--- src/rtl/qae_pkg.sv ---
`default_nettype none
package qae_pkg;

  // input and quaternion geometry
  localparam int PARTS = 4;
  localparam int DW    = 24;          // input part width
  localparam int NW    = DW + 1;      // part width after sign fix
  localparam int XP_W  = 2 * NW;      // one product of two parts
  localparam int SQ_W  = 49;          // squared norm, at most 2^48
  localparam int P_W   = 51;          // one part of conj(d) * a, signed
  localparam int MAG_W = 49;          // magnitude of one product part

  // wide multiplier split
  localparam int MUL_W  = 49;
  localparam int MUL_LO = 25;
  localparam int MUL_HI = MUL_W - MUL_LO;
  localparam int PROD_W = 2 * MUL_W;

  // scaling recurrence
  localparam int FRAC_BITS = 30;
  localparam int R_W       = FRAC_BITS + 1;
  localparam int STAGES    = FRAC_BITS + 1;
  localparam int E_W       = 162;     // remainder term, signed
  localparam int WA_W      = 130;     // running (2r-1)*n, signed
  localparam int OUT_W     = 32;

  // one classified item handed from front to back
  typedef struct packed {
    logic [SQ_W-1:0]                nd;
    logic [SQ_W-1:0]                na;
    logic [PARTS-1:0][MAG_W-1:0]    mag;
    logic [PARTS-1:0]               neg;
    logic                           zero;
  } qae_item_t;

endpackage
`default_nettype wire

--- src/rtl/qae_fifo.sv ---
`default_nettype none
module qae_fifo
  import qae_pkg::*;
(
  input  wire logic      clk,
  input  wire logic      rst_n,
  input  wire logic      push,
  input  wire qae_item_t push_item,
  output logic           full,
  output logic           pop_vld,
  output qae_item_t      pop_item
);

  qae_item_t  slot_r [2];
  logic       wr_ptr_r, rd_ptr_r;
  logic [1:0] cnt_r;

  assign full     = (cnt_r == 2'd2);
  assign pop_vld  = (cnt_r != 2'd0);
  assign pop_item = slot_r[rd_ptr_r];

  // entry storage
  always_ff @(posedge clk) begin
    if (push) slot_r[wr_ptr_r] <= push_item;
  end

  // pointers and fill count, the back side drains every cycle
  always_ff @(posedge clk) begin
    if (!rst_n) begin
      wr_ptr_r <= 1'b0;
      rd_ptr_r <= 1'b0;
      cnt_r    <= 2'd0;
    end else begin
      if (push) wr_ptr_r <= ~wr_ptr_r;
      if (pop_vld) rd_ptr_r <= ~rd_ptr_r;
      cnt_r <= cnt_r + 2'(push) - 2'(pop_vld);
    end
  end

endmodule
`default_nettype wire

--- config.mk ---
export PLATFORM = sky130hd
export DESIGN_NAME = qae_fifo
export DESIGN_NICKNAME = d
export VERILOG_FILES = /design/src/rtl/qae_pkg.sv /design/src/rtl/qae_fifo.sv
export SDC_FILE = /design/constraint.sdc
export NUM_CORES = 1
export LEC_CHECK = 0
export BUFFER_PORTS_ARGS = -buffer_cell sky130_fd_sc_hd__buf_2
export CAP_MARGIN = 20
export CORE_AREA = 5 5 232 234
export DETAILED_ROUTE_END_ITERATION = 16
export DIE_AREA = 0 0 237 239
export PLACE_DENSITY = 0.69
export SLEW_MARGIN = 20
export SYNTH_ARGS = -nofsm -noshare
export SYNTH_HDL_FRONTEND = slang
export SYNTH_SLANG_ARGS = --single-unit
--- constraint.sdc ---
create_clock -name clk -period 17.6 [get_ports clk]
set_input_delay 0.88 -clock clk [delete_from_list [all_inputs] [get_ports clk]]
set_output_delay 0.88 -clock clk [all_outputs]
set_load 0.02 [all_outputs]
# Yosys cells after proc, flatten, opt, wreduce, memory -nomap -nowiden
# Memory sizes are Yosys's and may differ from the RTL's. A register that Yosys moved wholly into a read port is not among the register bits.
# Index checks and enable logic that the tools add are counted.
# word_totals
regBits,4
wordCells,14
n_memories,1
ram_bits,598
inputBits,302
out_inout_bits,301
# op_classes
muxes,4
n_eq_ne,1
bitwise,2
n_reduce_logical,1
addsub,2
# memory_table
memory,depth,width,rd,rd_ports_with_merged_regs,wr,line,rtl
slot_r,2,299,1,1,1,qae_fifo.sv:14,qae_item_t slot_r [2];
# op_table
op,count
1-bit two-way mux,4
2-bit by 1-bit adder with 2-bit output,1
"2-bit == test, second input constant",1
1-bit NOT,2
2-bit nonzero test,1
2-bit by 1-bit subtractor with 2-bit output,1

# Longest topological paths before layout
# Gate-level depths: netlist of the first run.
# depth
ltp_word,3
depth_mapped,4
mapped_depth_nobuf,4

# Worst setup path before layout of the first run
# OpenSTA, ideal clock, no wires.
# synth_timing
path_kind,in2reg
from,in push
to,reg wr_ptr_r
setup_ns,0.120
arrival_time_ns,14.721
setup_slack_ns,2.759
path_stages,2
cell_sequence,nor2b_1 > o21a_1
# synth_lines
item,line,rtl
from (decl),qae_fifo.sv:7,"input wire logic push,"
to (signal assigned),qae_fifo.sv:34,if (push) wr_ptr_r <= ~wr_ptr_r;
to (decl),qae_fifo.sv:15,"logic wr_ptr_r, rd_ptr_r;"

==> impl_metrics.yaml, run 1 <==
status:
  status: "finished, final reports clean"
timing:
  setup_violations: 0
  final-hold-violation-count: 0
  period_share_pct: 27.9
  rsz0062_at_grt: "no"
  tightestPinTransition_ps: 1190
  final.min_clock_period_ps: 4900
  final_max_slew_viol_count: 0
  relSlewSlack_pct: 20.6
  setup_tns_ps: 0
  clock-skew-final_ps: 14.0
  fin_hold_ws_ps: 470
  fmax_ghz: 0.204
place:
  dp_hpwl_mm: 35.5
  place_inst: 2218
  gp_congestion: 0.843
  placement.io_buffers: 602
  dpl_cell_area_um2: 26300
cts:
  clock_sinks: 603
  cts_resized: 0
  cts_buffers: 59
  worstSkewPairLatency_ps: 600
  post_cts_buffers: 0
  cts.clk_slew.worst_paths_ps: 60
  cts_tree: "yes"
  postCtsHoldBufs: 0
  cts_root_buffer: "clkbuf_16"
  cts_buffer_depth: 3
  htreeDepth: 2
setup_path:
  reg2reg_to: "slot_r[0][205]"
  arrival_ps: 4020
  cp-start-kind: "flop"
  worstPathMaxFanout: 68
  critical_path_class: "flop to output pin"
  r2r_start: "wr_ptr_r"
  rr_worst_depth: 3
  cp-endpoint: "pop_item[54]"
  cp-end-kind: "output pin"
  r2r_slack_ps: 14170
  cp.required_ps: 16720
logic_synthesis:
  synth.distinct_cells: 18
  syn_nets: 1255
  yosysSeqAreaShare_pct: 79.9
  synth_cells: 952
  synth_area_um2: 22600
  synth-seq-cells: 603
  synth_area_per_cell_um2: 23.7
  synth-warning-count: 0
final_layout:
  drive_above_1_share_pct: 60.5
  fin_nets: 1895
  finalNonFillerCells: 2333
  finalInstanceArea_um2: 28100
  synthToLayoutAreaGrowth_pct: 24.5
global_route:
  grt_usage_pct: 16.8
  antenna_found_initial: 7
  grt_pass1_vias: 11800
  grt_max_degree: 162
  gr-total-overflow: 0
  grt_pass1_wl_mm: 72.5
routing:
  routedWlPerCell_um: 21.5
  dr.pass1.iters: 4
  vias_per_cell: 4.79
  detail-route-antenna-nets: 0
  drt-initial-drc-count: 594
  wl_mm: 50.2
  drc_errors: 0
  vias: 11200
power_and_ir_drop:
  irDropWorstVdd_mv: 0.0921
  fin_total_pwr_mw: 3.21
  leakage_nw: 10.9
  switching_share_pct: 22.6
  combPwrFrac_pct: 11.0
  seq_power_share_pct: 52.4
  p_int_mw: 2.49
  power_frac_clock_pct: 36.6
  p_switching_mw: 0.725
  powerDensity_nw_per_um2: 114
floorplan:
  start_util_pct: 43.6
  die-area_um2: 56600
  die_w_um: 237
  design.core.area_um2: 51800
  rows: 84
  io_pins: 603
  die_y_um: 239
worst_hold_path:
  hold_class: "primary input to flop"
  hold_depth: 1
run:
  maxCapViolCount: 0
==> worst max-delay path, cell delays in order (launching register included) <==
cell     delay, ps
dfxtp_4        960
buf_4          870
buf_4          830
mux2_2         430
buf_2          160
==> state kept, by name, summed over array words and instances (netlist names), named ones only <==
signal    cells
rd_ptr_r      1
cnt_r         2
wr_ptr_r      1
slot_r      598
==> metal layers <==
layer / track usage [%] / part of all wire [%] / up-vias
li1: - / - / 5106
met1: 19.1 / 36 / 5559
met3: 5.48 / 7.8 / 90
met2: 30.3 / 53 / 415
met5: 0 / 0.096 / -
met4: 5.16 / 2.6 / 8
==> final cells by class <==
cell class	count	area, um2
Clock buffer	71	1560
Clock inverter	38	259
Timing Repair Buffer	612	3130
Sequential cell	603	18100
Multi-Input combinational cell	316	4240
Tap cell	688	861
Antenna cell	5	12.5
Fill cell	4036	23700
==> power groups by stage <==
| stage | Clock [mW] | Combinational, mW | Sequential (mW) |
|---|---|---|---|
| 3_3_place_gp | 0 | 0.353 | 1.71 |
| 2_1_floorplan | 0 | 0.228 | 1.73 |
| 4_1_cts | 1.20 | 0.358 | 1.69 |
| 3_5_place_dp | 0 | 0.357 | 1.72 |
| 6_report | 1.17 | 0.353 | 1.68 |
| 5_1_grt | 1.27 | 0.374 | 1.69 |
==> cell usage after synthesis, drive strengths merged <==
master / n / share of area, %
o21ai: 1 / 0.022
ha: 1 / 0.055
dfxtp: 5 / 0.44
o21a: 1 / 0.033
and3: 2 / 0.055
nand2b: 1 / 0.028
buf: 33 / 1.4
and2: 2 / 0.055
nand2: 2 / 0.033
edfxtp: 598 / 79
or3: 1 / 0.028
mux2i: 1 / 0.044
or2: 1 / 0.028
mux2: 299 / 18
nor2b: 4 / 0.11
==> worst min path at each step <==
stage	startpoint	endpoint	slack, ps
5_1_grt	push_item[222]	slot_r[0][222]	430
2_1_floorplan	cnt_r[1]	cnt_r[1]	490
4_1_cts	push_item[247]	slot_r[0][247]	420
3_3_place_gp	cnt_r[1]	cnt_r[1]	520
3_5_place_dp	cnt_r[1]	cnt_r[1]	520
6_report	push_item[222]	slot_r[1][222]	470
==> through the flow <==
step | util, % | worst slack (ps)
floorplan | - | 2760
global placement | 50.7 | 13350
detailed placement | 50.7 | 13270
CTS | 54.2 | 12630
global route | 54.3 | 12490
finish | 54.3 | 12700
==> cells in the final DEF, fill, tap and decap left out <==
cell	count
and2_1	1
and2_4	1
and3_1	2
buf_12	2
buf_16	1
buf_2	602
buf_4	7
bufinv_16	3
clkbuf_1	10
clkbuf_16	61
clkinv_1	22
clkinv_2	7
clkinvlp_4	3
dfxtp_1	4
dfxtp_4	1
diode_2	5
edfxtp_1	598
ha_1	1
inv_6	2
inv_8	1
mux2_2	99
mux2_4	200
mux2i_1	1
nand2_1	2
nand2b_1	1
nor2b_1	3
nor2b_4	1
o21a_1	1
o21ai_0	1
or2_2	1
or3_1	1
==> cells by family (layout without fill, tap and decap cells) <==
group	after synthesis	count (layout)	share of synthesized area, %
mux	300	300	18.3
simple gates	13	13	0.338
buf+inv	33	721	1.36
compound gates	2	2	0.0554
fa+ha+maj	1	1	0.0554
flops	603	603	79.9
other cells	0	5	0
(Power assumes the default switching activity.)
==> run 2, diff against run 1 <==
--- a/config.mk
+++ b/config.mk
@@ -10,7 +10,7 @@
 export CORE_AREA = 5 5 232 234
 export DETAILED_ROUTE_END_ITERATION = 16
 export DIE_AREA = 0 0 237 239
-export PLACE_DENSITY = 0.69
+export PLACE_DENSITY = 0.71
 export SLEW_MARGIN = 20
 export SYNTH_ARGS = -nofsm -noshare
 export SYNTH_HDL_FRONTEND = slang
==> constraint.sdc (replaced) <==
create_clock -name clk -period 4.3 [get_ports clk]
set_input_delay 0.215 -clock clk [delete_from_list [all_inputs] [get_ports clk]]
set_output_delay 0.215 -clock clk [all_outputs]
set_load 0.02 [all_outputs]
==> impl_metrics.yaml, run 2 (synthesized netlist as in run 1, its figures left out) <==
global_route:
  grt_usage_pct: 18.7
  antenna_found_initial: 4
  grt_max_degree: 122
  gr-total-overflow: 0
  grt_pass1_vias: 13700
  grt_pass1_wl_mm: 81.5
timing:
  period_share_pct: 66.6
  final_max_slew_viol_count: 0
  clock-skew-final_ps: 11.2
  rsz0062_at_grt: "no"
  relSlewSlack_pct: 28.2
  final.min_clock_period_ps: 2860
  fin_hold_ws_ps: 346
  setup_violations: 0
  tightestPinTransition_ps: 1080
  final-hold-violation-count: 0
  fmax_ghz: 0.349
floorplan:
  design.core.area_um2: 51800
  io_pins: 603
  die_y_um: 239
  start_util_pct: 43.6
  rows: 84
  die-area_um2: 56600
  die_w_um: 237
final_layout:
  synthToLayoutAreaGrowth_pct: 38.2
  regMostFlops: "slot_r"
  drive_above_1_share_pct: 51.8
  reg_top3: "slot_r (598), cnt_r (2)"
  seqCellArea_um2: 18100
  fillerInstances: 3580
  fin_nets: 2209
  multiInputGateArea_um2: 4240
  layout_common_cells: "buf_2, edfxtp_1, dlygate4sd3_1"
  finalNonFillerCells: 2641
  finalInstanceArea_um2: 31200
  largest_reg_flops: 598
  mostFrequentLayoutCell: "buf_2"
routing:
  drt-initial-drc-count: 657
  wl_mm: 55.4
  vias: 12700
  routedWlPerCell_um: 21.0
  dr.pass1.iters: 5
  detail-route-antenna-nets: 0
  drc_errors: 0
  vias_per_cell: 4.82
cts:
  post_cts_buffers: 0
  cts.clk_slew.worst_paths_ps: 60
  htreeDepth: 2
  cts_resized: 0
  cts_buffers: 60
  postCtsHoldBufs: 302
  cts_root_buffer: "clkbuf_16"
  clock_sinks: 603
  cts_tree: "yes"
  cts_buffer_depth: 3
  worstSkewPairLatency_ps: 590
worst_hold_path:
  hold_depth: 2
  hp-start: "push_item[67]"
  hold_class: "primary input to flop"
  holdPathEnd: "slot_r[0][67]"
power_and_ir_drop:
  leakage_nw: 12.2
  powerDensity_nw_per_um2: 427
  irDropWorstVdd_mv: 0.382
setup_path:
  worstPathMaxFanout: 52
  critical_path_class: "flop to output pin"
  r2r_slack_ps: 2200
  reg2reg_to: "slot_r[1][237]"
  cp-start-kind: "flop"
  rr_worst_depth: 2
  cp-end-kind: "output pin"
  r2r_start: "wr_ptr_r"
  cp.required_ps: 4090
  arrival_ps: 2650
place:
  dpl_cell_area_um2: 26400
  gp_congestion: 0.844
  place_inst: 2230
  dp_hpwl_mm: 35.9
  placement.io_buffers: 602
status:
  status: "finished, final reports clean"
run:
  maxCapViolCount: 0
## run 2: cell count changes in the layout (fill, tap and decap cells not counted), sizes merged
cell | before | now
bufinv | 3 | 1
clkbuf | 71 | 75
dlygate4sd3 | 0 | 302
inv | 3 | 2
buf | 612 | 623
clkinv | 29 | 24
diode | 5 | 4
## run 2: power breakdown
| group | internal [mW] | leakage (nW) | switching [mW] |
|---|---|---|---|
| Sequential | 6.80 | 5.65 | 0.0945 |
| Clock | 2.64 | 0.866 | 2.06 |
| Combinational | 0.804 | 5.66 | 0.911 |
| Total | 10.3 | 12.2 | 3.07 |
## run 2: worst max-delay path by stage
stage / cells after the start / to / from / slack (ps)
after global placement: 3 / pop_item[81] / flop / 2050
final: 3 / pop_item[54] / flop / 1440
after global routing: 3 / pop_item[78] / flop / 1320
after detailed placement: 3 / pop_item[215] / flop / 2040
after CTS: 3 / pop_item[215] / flop / 1380
after floorplan: 1 / slot_r[0][0] / wr_ptr_r / -870
## run 2: stage by stage
stage	setup TNS, ps	power (mW)	setup slack (ps)	util (%)
after floorplan	-307360	7.94	-868	-
after global placement	0	8.45	2050	51.0
after detailed placement	0	8.49	2040	51.0
after CTS	0	13.4	1380	60.2
after global routing	0	13.8	1320	60.3
final	0	13.3	1440	60.3
## run 2: worst max-delay path, cell delays in order, from the launching register on
cell and delay, ps:
dfxtp_4 980, buf_12 440, mux2_2 390, buf_2 160
## run 2: area by class of cell
cell class	count	area share, %
multi-input cells	316	13.6
diodes	4	0.0321
well taps	688	2.76
clock buffers	75	5.06
clock inverters	30	0.581
repair buffers	925	20.2
flip-flops and latches	603	57.8
## run 2: metal layers
metal | wire length (um) | track usage [%] | vias up
met1 | 20000 | 21.6 | 6342
li1 | - | - | 5726
met5 | 0 | 0 | -
met4 | 1830 | 6.51 | 0
met3 | 4200 | 5.16 | 108
met2 | 29400 | 33.5 | 564
